$ cat config.mk
export PLATFORM = sky130hd
export DESIGN_NAME = button_autorepeat_edge_detect_flat
export DESIGN_NICKNAME = d
export VERILOG_FILES = /design/src/hw/rtl/btnar_pkg.sv /design/src/hw/rtl/btnar_if.sv /design/src/hw/rtl/btnar_in_stage.sv /design/src/hw/rtl/btnar_core.sv /design/src/hw/rtl/button_autorepeat_edge_detect.sv /design/src/flat_wrapper.sv
export SDC_FILE = /design/constraint.sdc
export NUM_CORES = 1
export LEC_CHECK = 0
export BUFFER_PORTS_ARGS = -buffer_cell sky130_fd_sc_hd__buf_2
export CAP_MARGIN = 20
export CORE_ASPECT_RATIO = 1.2
export CORE_MARGIN = 4
export CORE_UTILIZATION = 50
export DETAILED_ROUTE_END_ITERATION = 10
export PLACE_DENSITY = 0.77
export REMOVE_ABC_BUFFERS = 1
export SYNTH_ARGS = -nofsm -noshare
export SYNTH_HDL_FRONTEND = slang
export SYNTH_SLANG_ARGS = --single-unit
$ cat constraint.sdc
create_clock -name i_clk -period 5.05 [get_ports i_clk]
set_input_delay 0.2525 -clock i_clk [delete_from_list [all_inputs] [get_ports i_clk]]
set_output_delay 0.2525 -clock i_clk [all_outputs]
set_load 0.01 [all_outputs]
$ cat src/hw/rtl/btnar_pkg.sv
// Shared types, reset values and register indexes for the button autorepeat block.
package btnar_pkg;

    localparam int unsigned MASK_W   = 32;
    localparam int unsigned TIME_W   = 32;
    localparam int unsigned CFG_IDX_W = 2;

    localparam logic [TIME_W-1:0] INITIAL_DELAY_RST   = TIME_W'(500000);
    localparam logic [TIME_W-1:0] REPEAT_INTERVAL_RST = TIME_W'(100000);

    typedef enum logic [CFG_IDX_W-1:0] {
        CFG_INITIAL_DELAY   = 2'd0,
        CFG_REPEAT_INTERVAL = 2'd1
    } t_cfg_idx;

    typedef struct packed {
        logic [MASK_W-1:0] button_mask;
        logic [TIME_W-1:0] time_us;
        logic [MASK_W-1:0] query_mask;
    } t_in_word;

    typedef struct packed {
        logic [MASK_W-1:0] repeat_mask;
        logic              newly_pressed;
        logic [MASK_W-1:0] held_bits;
    } t_out_word;

    typedef struct packed {
        logic [TIME_W-1:0] initial_delay;
        logic [TIME_W-1:0] repeat_interval;
    } t_cfg;

endpackage

$ cat src/hw/rtl/btnar_if.sv
// Handshake channels: poll words in, report words out, register writes.
interface btnar_in_if;
    logic                           valid;
    logic                           ready;
    logic [btnar_pkg::MASK_W-1:0]   button_mask;
    logic [btnar_pkg::TIME_W-1:0]   time_us;
    logic [btnar_pkg::MASK_W-1:0]   query_mask;

    modport source (output valid, output button_mask, output time_us, output query_mask,
                    input ready);
    modport sink   (input valid, input button_mask, input time_us, input query_mask,
                    output ready);
endinterface

interface btnar_out_if;
    logic                           valid;
    logic                           ready;
    logic [btnar_pkg::MASK_W-1:0]   repeat_mask;
    logic                           newly_pressed;
    logic [btnar_pkg::MASK_W-1:0]   held_bits;

    modport source (output valid, output repeat_mask, output newly_pressed,
                    output held_bits, input ready);
    modport sink   (input valid, input repeat_mask, input newly_pressed,
                    input held_bits, output ready);
endinterface

interface btnar_cfg_if;
    logic                             valid;
    logic                             ready;
    logic [btnar_pkg::CFG_IDX_W-1:0]  index;
    logic [btnar_pkg::TIME_W-1:0]     data;

    modport source (output valid, output index, output data, input ready);
    modport sink   (input valid, input index, input data, output ready);
endinterface

$ cat src/hw/rtl/btnar_in_stage.sv
// Input register: captures one poll word and holds it until the core takes it.
module btnar_in_stage (
    input  logic                i_clk,
    input  logic                i_rst_n,
    btnar_in_if.sink            i_in,
    input  logic                i_take,
    output logic                o_valid,
    output btnar_pkg::t_in_word o_word
);

    logic                r_valid;
    btnar_pkg::t_in_word r_word;

    // free when empty, or when the held word leaves this cycle
    assign i_in.ready = !r_valid || i_take;

    always_ff @(posedge i_clk) begin
        if (!i_rst_n) begin
            r_valid <= 1'b0;
        end else if (i_in.ready) begin
            r_valid <= i_in.valid;
        end
    end

    always_ff @(posedge i_clk) begin
        if (i_in.valid && i_in.ready) begin
            r_word.button_mask <= i_in.button_mask;
            r_word.time_us     <= i_in.time_us;
            r_word.query_mask  <= i_in.query_mask;
        end
    end

    assign o_valid = r_valid;
    assign o_word  = r_word;

endmodule

$ cat src/hw/rtl/btnar_core.sv
// Typematic core: held-mask state, elapsed-time compares and the report word.
module btnar_core (
    input  logic                 i_clk,
    input  logic                 i_rst_n,
    input  logic                 i_adv,
    input  btnar_pkg::t_in_word  i_word,
    input  btnar_pkg::t_cfg      i_cfg,
    output btnar_pkg::t_out_word o_word
);

    logic [btnar_pkg::MASK_W-1:0] r_cur_buttons;
    logic [btnar_pkg::TIME_W-1:0] r_change_time;
    logic [btnar_pkg::TIME_W-1:0] r_repeat_time;

    logic                         same;
    logic [btnar_pkg::TIME_W-1:0] since_change;
    logic [btnar_pkg::TIME_W-1:0] since_repeat;
    logic                         fire;
    logic                         all_now;
    logic                         all_before;

    always_comb begin
        same         = (i_word.button_mask == r_cur_buttons);
        // modulo 2^32 differences: a backwards stamp reads as a long wait
        since_change = i_word.time_us - r_change_time;
        since_repeat = i_word.time_us - r_repeat_time;
        fire         = (since_change >= i_cfg.initial_delay) &&
                       (since_repeat >= i_cfg.repeat_interval);
        all_now      = ((i_word.button_mask & i_word.query_mask) == i_word.query_mask);
        all_before   = ((r_cur_buttons & i_word.query_mask) == i_word.query_mask);

        o_word.repeat_mask   = (!same || fire) ? i_word.button_mask : '0;
        o_word.newly_pressed = all_now && !all_before;
        o_word.held_bits     = i_word.button_mask & i_word.query_mask;
    end

    always_ff @(posedge i_clk) begin
        if (!i_rst_n) begin
            r_cur_buttons <= '0;
            r_change_time <= '0;
            r_repeat_time <= '0;
        end else if (i_adv) begin
            if (!same) begin
                r_cur_buttons <= i_word.button_mask;
                r_change_time <= i_word.time_us;
                r_repeat_time <= i_word.time_us;
            end else if (fire) begin
                r_repeat_time <= i_word.time_us;
            end
        end
    end

endmodule

$ cat src/hw/rtl/button_autorepeat_edge_detect.sv
// Top level of the button autorepeat and edge detect block.
// Each poll word (button mask, microsecond stamp, query mask) gives exactly one report
// word. A changed mask is reported at once; an unchanged mask reports zero until
// initial_delay microseconds have passed since the change, and then once per
// repeat_interval. Elapsed times are taken modulo 2^32. newly_pressed flags that every
// queried button is down now and was not all down on the previous poll; held_bits is
// the mask ANDed with the query. A word passes an input register and then the core's
// compare-and-subtract logic into an output register; one poll is accepted per cycle as
// long as the report side keeps taking words. The only loop is the state update in the
// core, through its state registers. Registers are written through the cfg channel,
// which is always ready; write them only while no poll is in flight.
module button_autorepeat_edge_detect (
    input  logic        i_clk,
    input  logic        i_rst_n,
    btnar_in_if.sink    i_in,
    btnar_out_if.source o_out,
    btnar_cfg_if.sink   i_cfg
);

    btnar_pkg::t_cfg      r_cfg;
    btnar_pkg::t_in_word  in_word;
    btnar_pkg::t_out_word core_word;
    btnar_pkg::t_out_word r_out_word;
    logic                 r_out_valid;
    logic                 in_valid;
    logic                 out_free;
    logic                 take;

    // register writes: always accepted, unknown indexes dropped
    assign i_cfg.ready = 1'b1;

    always_ff @(posedge i_clk) begin
        if (!i_rst_n) begin
            r_cfg.initial_delay   <= btnar_pkg::INITIAL_DELAY_RST;
            r_cfg.repeat_interval <= btnar_pkg::REPEAT_INTERVAL_RST;
        end else if (i_cfg.valid) begin
            unique case (i_cfg.index)
                btnar_pkg::CFG_INITIAL_DELAY:   r_cfg.initial_delay   <= i_cfg.data;
                btnar_pkg::CFG_REPEAT_INTERVAL: r_cfg.repeat_interval <= i_cfg.data;
                default: ;
            endcase
        end
    end

    // advance the held word into the output register when that register is free
    assign out_free = !r_out_valid || o_out.ready;
    assign take     = in_valid && out_free;

    btnar_in_stage u_in_stage (
        .i_clk   (i_clk),
        .i_rst_n (i_rst_n),
        .i_in    (i_in),
        .i_take  (take),
        .o_valid (in_valid),
        .o_word  (in_word)
    );

    btnar_core u_core (
        .i_clk   (i_clk),
        .i_rst_n (i_rst_n),
        .i_adv   (take),
        .i_word  (in_word),
        .i_cfg   (r_cfg),
        .o_word  (core_word)
    );

    // output register: hold the report until the sink takes it
    always_ff @(posedge i_clk) begin
        if (!i_rst_n) begin
            r_out_valid <= 1'b0;
        end else if (out_free) begin
            r_out_valid <= in_valid;
        end
    end

    always_ff @(posedge i_clk) begin
        if (take) begin
            r_out_word <= core_word;
        end
    end

    assign o_out.valid         = r_out_valid;
    assign o_out.repeat_mask   = r_out_word.repeat_mask;
    assign o_out.newly_pressed = r_out_word.newly_pressed;
    assign o_out.held_bits     = r_out_word.held_bits;

endmodule

$ cat src/flat_wrapper.sv
// flat-port wrapper written by rule: the top's interface ports become plain ports
module button_autorepeat_edge_detect_flat 
  (i_clk, i_rst_n, i_in_valid, i_in_button_mask, i_in_time_us, i_in_query_mask, i_in_ready, o_out_valid, o_out_repeat_mask, o_out_newly_pressed, o_out_held_bits, o_out_ready, i_cfg_valid, i_cfg_index, i_cfg_data, i_cfg_ready);
  btnar_in_if i_in_i ();
  btnar_out_if o_out_i ();
  btnar_cfg_if i_cfg_i ();
  input  logic i_clk;
  input  logic i_rst_n;
  input wire logic [$bits(i_in_i.valid)-1:0] i_in_valid;
  input wire logic [$bits(i_in_i.button_mask)-1:0] i_in_button_mask;
  input wire logic [$bits(i_in_i.time_us)-1:0] i_in_time_us;
  input wire logic [$bits(i_in_i.query_mask)-1:0] i_in_query_mask;
  output wire logic [$bits(i_in_i.ready)-1:0] i_in_ready;
  output wire logic [$bits(o_out_i.valid)-1:0] o_out_valid;
  output wire logic [$bits(o_out_i.repeat_mask)-1:0] o_out_repeat_mask;
  output wire logic [$bits(o_out_i.newly_pressed)-1:0] o_out_newly_pressed;
  output wire logic [$bits(o_out_i.held_bits)-1:0] o_out_held_bits;
  input wire logic [$bits(o_out_i.ready)-1:0] o_out_ready;
  input wire logic [$bits(i_cfg_i.valid)-1:0] i_cfg_valid;
  input wire logic [$bits(i_cfg_i.index)-1:0] i_cfg_index;
  input wire logic [$bits(i_cfg_i.data)-1:0] i_cfg_data;
  output wire logic [$bits(i_cfg_i.ready)-1:0] i_cfg_ready;
  assign i_in_i.valid = i_in_valid;
  assign i_in_i.button_mask = i_in_button_mask;
  assign i_in_i.time_us = i_in_time_us;
  assign i_in_i.query_mask = i_in_query_mask;
  assign i_in_ready = i_in_i.ready;
  assign o_out_valid = o_out_i.valid;
  assign o_out_repeat_mask = o_out_i.repeat_mask;
  assign o_out_newly_pressed = o_out_i.newly_pressed;
  assign o_out_held_bits = o_out_i.held_bits;
  assign o_out_i.ready = o_out_ready;
  assign i_cfg_i.valid = i_cfg_valid;
  assign i_cfg_i.index = i_cfg_index;
  assign i_cfg_i.data = i_cfg_data;
  assign i_cfg_ready = i_cfg_i.ready;
  button_autorepeat_edge_detect u_core (.i_clk(i_clk), .i_rst_n(i_rst_n), .i_in(i_in_i), .o_out(o_out_i), .i_cfg(i_cfg_i));
endmodule
==> impl_metrics.tcl, run 1 <==
set metrics [dict create \
    yosys-top-cells-area "edfxtp_1, dfxtp_1, ha_1, nand2_1, mux2i_1" \
    layout_common_cells "nand2_1, buf_2, inv_1" \
    num-fill-cells 2611 \
    synth.top_cell.area_share_pct 28.4 \
    power.density_nw_per_um2 328 \
    synth-async-reset-ratio_pct 0 \
    clock_path_buffers 3 \
    clk-insertion-delay-late_ns 0.55 \
    cp_common_cell "a21oi_1" \
    combinationalPowerShare_pct 18.5 \
    syn_inst 1712 \
    vias 13600 \
    drive_gt1_share_pct 15.4 \
    intPower_mw 5.04 \
    htree_levels 2 \
    diodes 0 \
    cp_max_fo 7 \
    place_area_um2 18500 \
    multi_input_area_um2 8120 \
    initial_core_util_pct 51.1 \
    finalSetupViolCount 0 \
    ios 203 \
    vdd_drop_max_v 0.000298 \
    cts_tree "built" \
    fp-row-count 73 \
    grt_max_degree 112 \
    ff2ff_setup_slack_ns 0.20 \
    end_kind "flip-flop" \
    wl_um 45700 \
    die_x_um 176 \
    ff_latch_area_um2 8080 \
    rr_worst_depth 20 \
    first_iter_violations 1020 \
    worstPathCellList "ha_1 -> nor2b_1 -> o31a_1 -> o31ai_1 -> buf_4 -> a21oi_1 -> a21o_1 -> a21o_1 -> a211o_1 -> xnor2_1 -> ha_1 -> a21oi_1 -> o21ai_0 -> a21oi_1 -> nand2_1 -> a2111oi_4 -> a22oi_2 -> and2_4 -> clkbuf_16 -> mux2i_1" \
    crit_required_ns 5.47 \
    crit-reg2reg-launch "u_core.u_in_stage.o_word[33]" \
    synth_top_area_cell "edfxtp_1" \
    drv_slew 0 \
    slowest_delay_ns 0.48 \
    layout_min_cycle_time_ns 4.85 \
    grt_pass1_vias 13700 \
    clockPowerShare_pct 38.4 \
    clk_pin_slew_ns 0.06 \
    area_growth_pct 24.1 \
    p_leak_nw 8.38 \
    critical_path_class "reg -> reg" \
    die_area_um2 37100 \
    status "complete, no violations" \
    skew_ns 0.0263 \
    track_usage_pct 23.8 \
    final_common_cell "nand2_1" \
    cp-startpoint "u_core.u_in_stage.o_word[33]" \
    die_y_um 210 \
    worst_setup_path_start_kind "flip-flop" \
    portBuffers 201 \
    pre_cts_slack_ns -0.0343 \
    hold_violations 0 \
    tightest_slew_ns 1.05 \
    antenna_found_initial 0 \
    endpoint "u_core.u_core.r_repeat_time[23]" \
    cts_inserted_buffers 35 \
    synth_warnings 0 \
    avgSynthCellArea_um2 9.95 \
    syn_area_um2 17000 \
    grt_pass1_wl_um 70900 \
    cts_root_buf "clkbuf_16" \
    crit_arrival_ns 5.26 \
    final_area_um2 21100 \
    ant_nets 0 \
    wl_per_cell_um 18.2 \
    synth-edff-count 161 \
    crit_path_top_delay_cell "edfxtp_1" \
    design.core.area_um2 33300 \
    p_sw_mw 1.89 \
    timing.rr.end "u_core.u_core.r_repeat_time[23]" \
    switching_share_pct 27.3 \
    seq_area_frac_synth_pct 47.4 \
    hp-class "in -> reg" \
    fmax_mhz 206 \
    post-route-period-util_pct 96.0 \
    fin_ws_ns 0.203 \
    whs_path_depth 3 \
    ys.flop_type "dfxtp_1" \
    drc 0 \
    seq_power_share_pct 43.1 \
    relSlewSlack_pct 30.0 \
    post_drt_via_cell_ratio 5.40 \
    synth.distinct_cells 75 \
    dp_hpwl_um 30700 \
    drt_first_pass_iters 6 \
    drv_cap 0 \
    grt_overflow 0 \
    fin_nets 2303 \
    ys_seq_elements 323 \
    gp_congestion 0.917 \
    cts_sinks 323 \
]
[registers in the layout, indices dropped and copies added, names as in the netlist]
name and count:
u_core.o_out.held_bits 32, u_core.u_core.r_repeat_time 32, u_core.u_core.r_change_time 32, u_core.u_core.r_cur_buttons 32
u_core.o_out.valid 1, u_core.o_out.newly_pressed 1, u_core.o_out.repeat_mask 32, u_core.u_in_stage.o_word 96
u_core.u_in_stage.o_valid 1, u_core.r_cfg 64
[worst min-delay path by stage]
stage,to,start
2_1_floorplan,u_core.r_cfg[10],i_rst_n
3_3_place_gp,u_core.u_in_stage.o_word[44],i_in_time_us[12]
3_5_place_dp,u_core.u_in_stage.o_word[80],i_in_button_mask[16]
4_1_cts,u_core.r_cfg[31],i_cfg_data[31]
5_1_grt,u_core.r_cfg[31],i_cfg_data[31]
6_report,u_core.r_cfg[63],i_cfg_data[31]
[worst max-delay path, delay by kind of cell (launching register included)]
family,cells,cell delay (ns)
compound gates,11,2.51
xor+xnor,1,0.13
fa+ha+maj,2,0.61
buf+inv,2,0.37
flops,1,0.48
mux,1,0.11
simple gates,3,0.50
[cells by family after synthesis]
logic type / count (synthesis) / synth area share (%)
AND/OR/NAND/NOR: 542 / 15.8
AO/OA/AOI/OAI: 338 / 13.6
flip-flops: 323 / 47.4
buffers and inverters: 231 / 5.48
adder cells (fa/ha/maj): 128 / 9.49
XOR/XNOR: 82 / 4.22
multiplexers: 67 / 3.94
other: 1 / 0.0220
[power by group through the flow]
stage / registers (mW) / clock network [mW] / logic [mW]
5_1_grt: 3.00 / 2.81 / 1.42
4_1_cts: 2.99 / 2.69 / 1.25
3_5_place_dp: 3.04 / 0 / 1.16
6_report: 2.99 / 2.66 / 1.28
2_1_floorplan: 3.03 / 0 / 0.796
3_3_place_gp: 3.04 / 0 / 1.13
[through the flow]
| step | cells | utilization [%] | setup TNS (ns) | hold slack (ns) | power [mW] |
|---|---|---|---|---|---|
| floorplan | 1649 | - | -82.87 | 0.341 | 3.82 |
| global placement | 2318 | 55.5 | 0 | 0.429 | 4.17 |
| detailed placement | 2318 | 55.5 | -0.189 | 0.431 | 4.20 |
| CTS | 2510 | 62.9 | 0 | 0.00364 | 6.93 |
| global route | 2517 | 63.4 | -0.846 | 0.0141 | 7.24 |
| finish | 2517 | 63.4 | 0 | 0.0204 | 6.94 |
[timing repair]
| item | 4_1_cts | 5_1_grt |
|---|---|---|
| hold buffers | 127 | 0 |
| cloned | 0 | 2 |
| endpoints found under the hold margin | 152 | 0 |
| endpoints found under the setup margin | 21 | 64 |
| setup buffers | 1 | 5 |
| pin swaps | 1 | 10 |
| resized for setup | 1 | 19 |
[per-layer routing]
| metal | wire length, um | part of all wire [%] | GRT usage (%) |
|---|---|---|---|
| met3 | 2370 | 5.2 | 4.23 |
| met2 | 23600 | 52 | 43.9 |
| met5 | 0 | 0 | 0 |
| met4 | 1470 | 3.2 | 7.71 |
| met1 | 18300 | 40 | 27.9 |
[Yosys cell counts (all sizes together), types with 5 or more instances]
cell type,number
nand2,213
ha,126
mux2i,67
dfxtp,162
o21bai,6
nor3,15
nor2b,76
a21o,32
xor2,21
or2,5
nand4,24
and4,8
nand3,16
clkbuf,52
edfxtp,161
a2111oi,5
inv,168
a21oi,99
and2,69
o21a,11
a211oi,5
and3,13
nand2b,10
nor4,9
nor2,68
buf,11
o21ai,28
o211ai,19
o22ai,29
a211o,5
or3,7
a21boi,54
xnor2,61
[cell type report]
cell class,instances,share of cell area (%)
inverter,168,2.98
tap,450,2.66
clock inverter,22,1.21
multi-input combinational,1158,38.4
timing repair buffer,354,12.1
clock buffer,42,4.43
sequential,323,38.2
Note: power is estimated with default switching activity, not from simulation.
==> inputs of run 2 (changes only) <==
Settings changed: CORE_MARGIN 4 to not set.
==> run 2 against run 1 <==
Utilization decreased by 0.27 points. Critical path type unchanged. Clock skew decreased by 0.0085 ns. Sequential cell count unchanged. Final area decreased by 0.43%. Die area decreased by 6.2%. Highest routed layer unchanged. Sequential share of layout area increased by 0.16 points. Via count increased by 0.46%.
==> impl_metrics.tcl, run 2 (synthesis gave the netlist of run 1 again) <==
set metrics [dict create \
    design.core.area_um2 33300 \
    relSlewSlack_pct 40.0 \
    crit_required_ns 5.34 \
    grt_pass1_wl_um 70700 \
    drive_gt1_share_pct 15.0 \
    clk_pin_slew_ns 0.06 \
    fin_cells 2518 \
    rr_worst_depth 20 \
    track_usage_pct 26.0 \
    p_leak_nw 8.34 \
    clk-insertion-delay-late_ns 0.54 \
    first_iter_violations 992 \
    hp-class "in -> reg" \
    area_growth_pct 23.6 \
    tightest_slew_ns 0.900 \
    cts_tree "built" \
    ff2ff_setup_slack_ns 0.23 \
    timing.rr.end "u_core.o_out.repeat_mask[3]" \
    clock_path_buffers 3 \
    cts_inserted_buffers 35 \
    placed_cells 2321 \
    status "complete, no violations" \
    whs_path_depth 3 \
    layout_min_cycle_time_ns 4.82 \
    grt_pass1_vias 13800 \
    drv_cap 0 \
    cts_sinks 323 \
    ios 203 \
    wl_um 44800 \
    p_total_mw 6.90 \
    grt_setup_unrepaired "no" \
    gp_congestion 0.904 \
    portBuffers 201 \
    fin_util_pct 63.1 \
    grt_overflow 0 \
    fp-row-count 73 \
    ant_nets 0 \
    htree_levels 2 \
    critical_path_class "reg -> reg" \
    hold_violations 0 \
    die_y_um 204 \
    holdPathEnd "u_core.r_cfg[40]" \
    crit-reg2reg-launch "u_core.u_in_stage.o_word[32]" \
    drv_slew 0 \
    wl_per_cell_um 17.8 \
    cp_max_fo 32 \
    post-route-period-util_pct 95.4 \
    grt_max_degree 82 \
    crit_arrival_ns 5.11 \
    finalSetupViolCount 0 \
    power.density_nw_per_um2 328 \
    die_area_um2 34800 \
    worst_setup_path_start_kind "flip-flop" \
    antenna_found_initial 1 \
    drc 0 \
    fmax_mhz 208 \
    drt_first_pass_iters 7 \
    final_common_cell "nand2_1" \
    layout_common_cells "nand2_1, buf_2, inv_1" \
    vdd_drop_max_v 0.000277 \
    die_x_um 170 \
    cts_root_buf "clkbuf_16" \
    largest_reg_flops 96 \
    fin_nets 2303 \
    vias 13700 \
    initial_core_util_pct 51.1 \
    skew_ns 0.0178 \
    tns_ns 0 \
    end_kind "flip-flop" \
    min_from "i_cfg_data[8]" \
    post_drt_via_cell_ratio 5.43 \
    dp_hpwl_um 30200 \
]
-- run 2: critical path: stages (launching register included) --
cell	delay, ns
edfxtp_1	0.40
inv_1	0.10
ha_1	0.17
inv_1	0.06
fa_1	0.40
a21oi_1	0.23
o211ai_1	0.22
o21ai_1	0.24
o211ai_1	0.22
a211o_1	0.34
a41oi_1	0.22
o21bai_1	0.09
xor2_1	0.15
ha_1	0.27
and4_1	0.24
a21oi_1	0.15
nand2_1	0.14
a2111oi_4	0.38
a22oi_2	0.13
buf_6	0.21
and2_1	0.20
-- run 2: where the power goes --
group          switching (mW)  total, mW  internal, mW
clock                    1.10       2.63          1.53
sequential             0.0965       2.99          2.90
combinational           0.690       1.28         0.591
-- run 2: layout make-up --
type                            count  area, um^2
Inverter                          168         631
Fill cell                        2617       12300
Multi-Input combinational cell   1159        8090
Clock buffer                       47         971
Timing Repair Buffer              353        2510
Clock inverter                     17         209
Tap cell                          450         563
Antenna cell                        1        2.50
Sequential cell                   323        8080
-- run 2: per-layer routing --
layer  vias to the layer above  global-route usage, %  part of all wire, %  routed length, um
met5                         -                      0                    0                  0
met4                         0                   10.1                  3.6               1600
met3                       108                   4.26                  5.6               2500
met2                       475                   47.4                   52              23200
met1                      6468                   30.0                   39              17500
li1                       6612                      -                    -                  -
-- run 2: worst max-delay path by stage --
stage | start | endpoint
final | u_core.u_in_stage.o_word[32] | u_core.o_out.repeat_mask[3]
after global routing | u_core.u_in_stage.o_word[33] | u_core.o_out.repeat_mask[3]
after CTS | u_core.u_in_stage.o_word[32] | u_core.o_out.repeat_mask[26]
after detailed placement | u_core.u_in_stage.o_word[32] | u_core.u_core.r_repeat_time[17]
after global placement | u_core.u_in_stage.o_word[32] | u_core.u_core.r_repeat_time[18]
after floorplan | u_core.o_out.valid | u_core.u_core.r_change_time[0]
-- run 2: metrics by stage --
step / cell area, um^2 / setup WS, ns / hold WS [ns]
3_5_place_dp: 18500 / -0.0618 / 0.431
3_3_place_gp: 18500 / 0.132 / 0.430
2_1_floorplan: 16700 / -1.33 / 0.341
4_1_cts: 20900 / 0.0550 / 0.00199
5_1_grt: 21000 / 0.0117 / 0.00797
6_report: 21000 / 0.231 / 0.0157
-- run 2: timing repair --
item                       in CTS  in global routing
cloned                          1                  0
setup endpoints to repair      32                 64
buffers inserted                0                  5
pin swaps                       0                  4
gates resized for setup         1                 10
hold endpoints to repair      149                  0
hold buffers                  126                  0
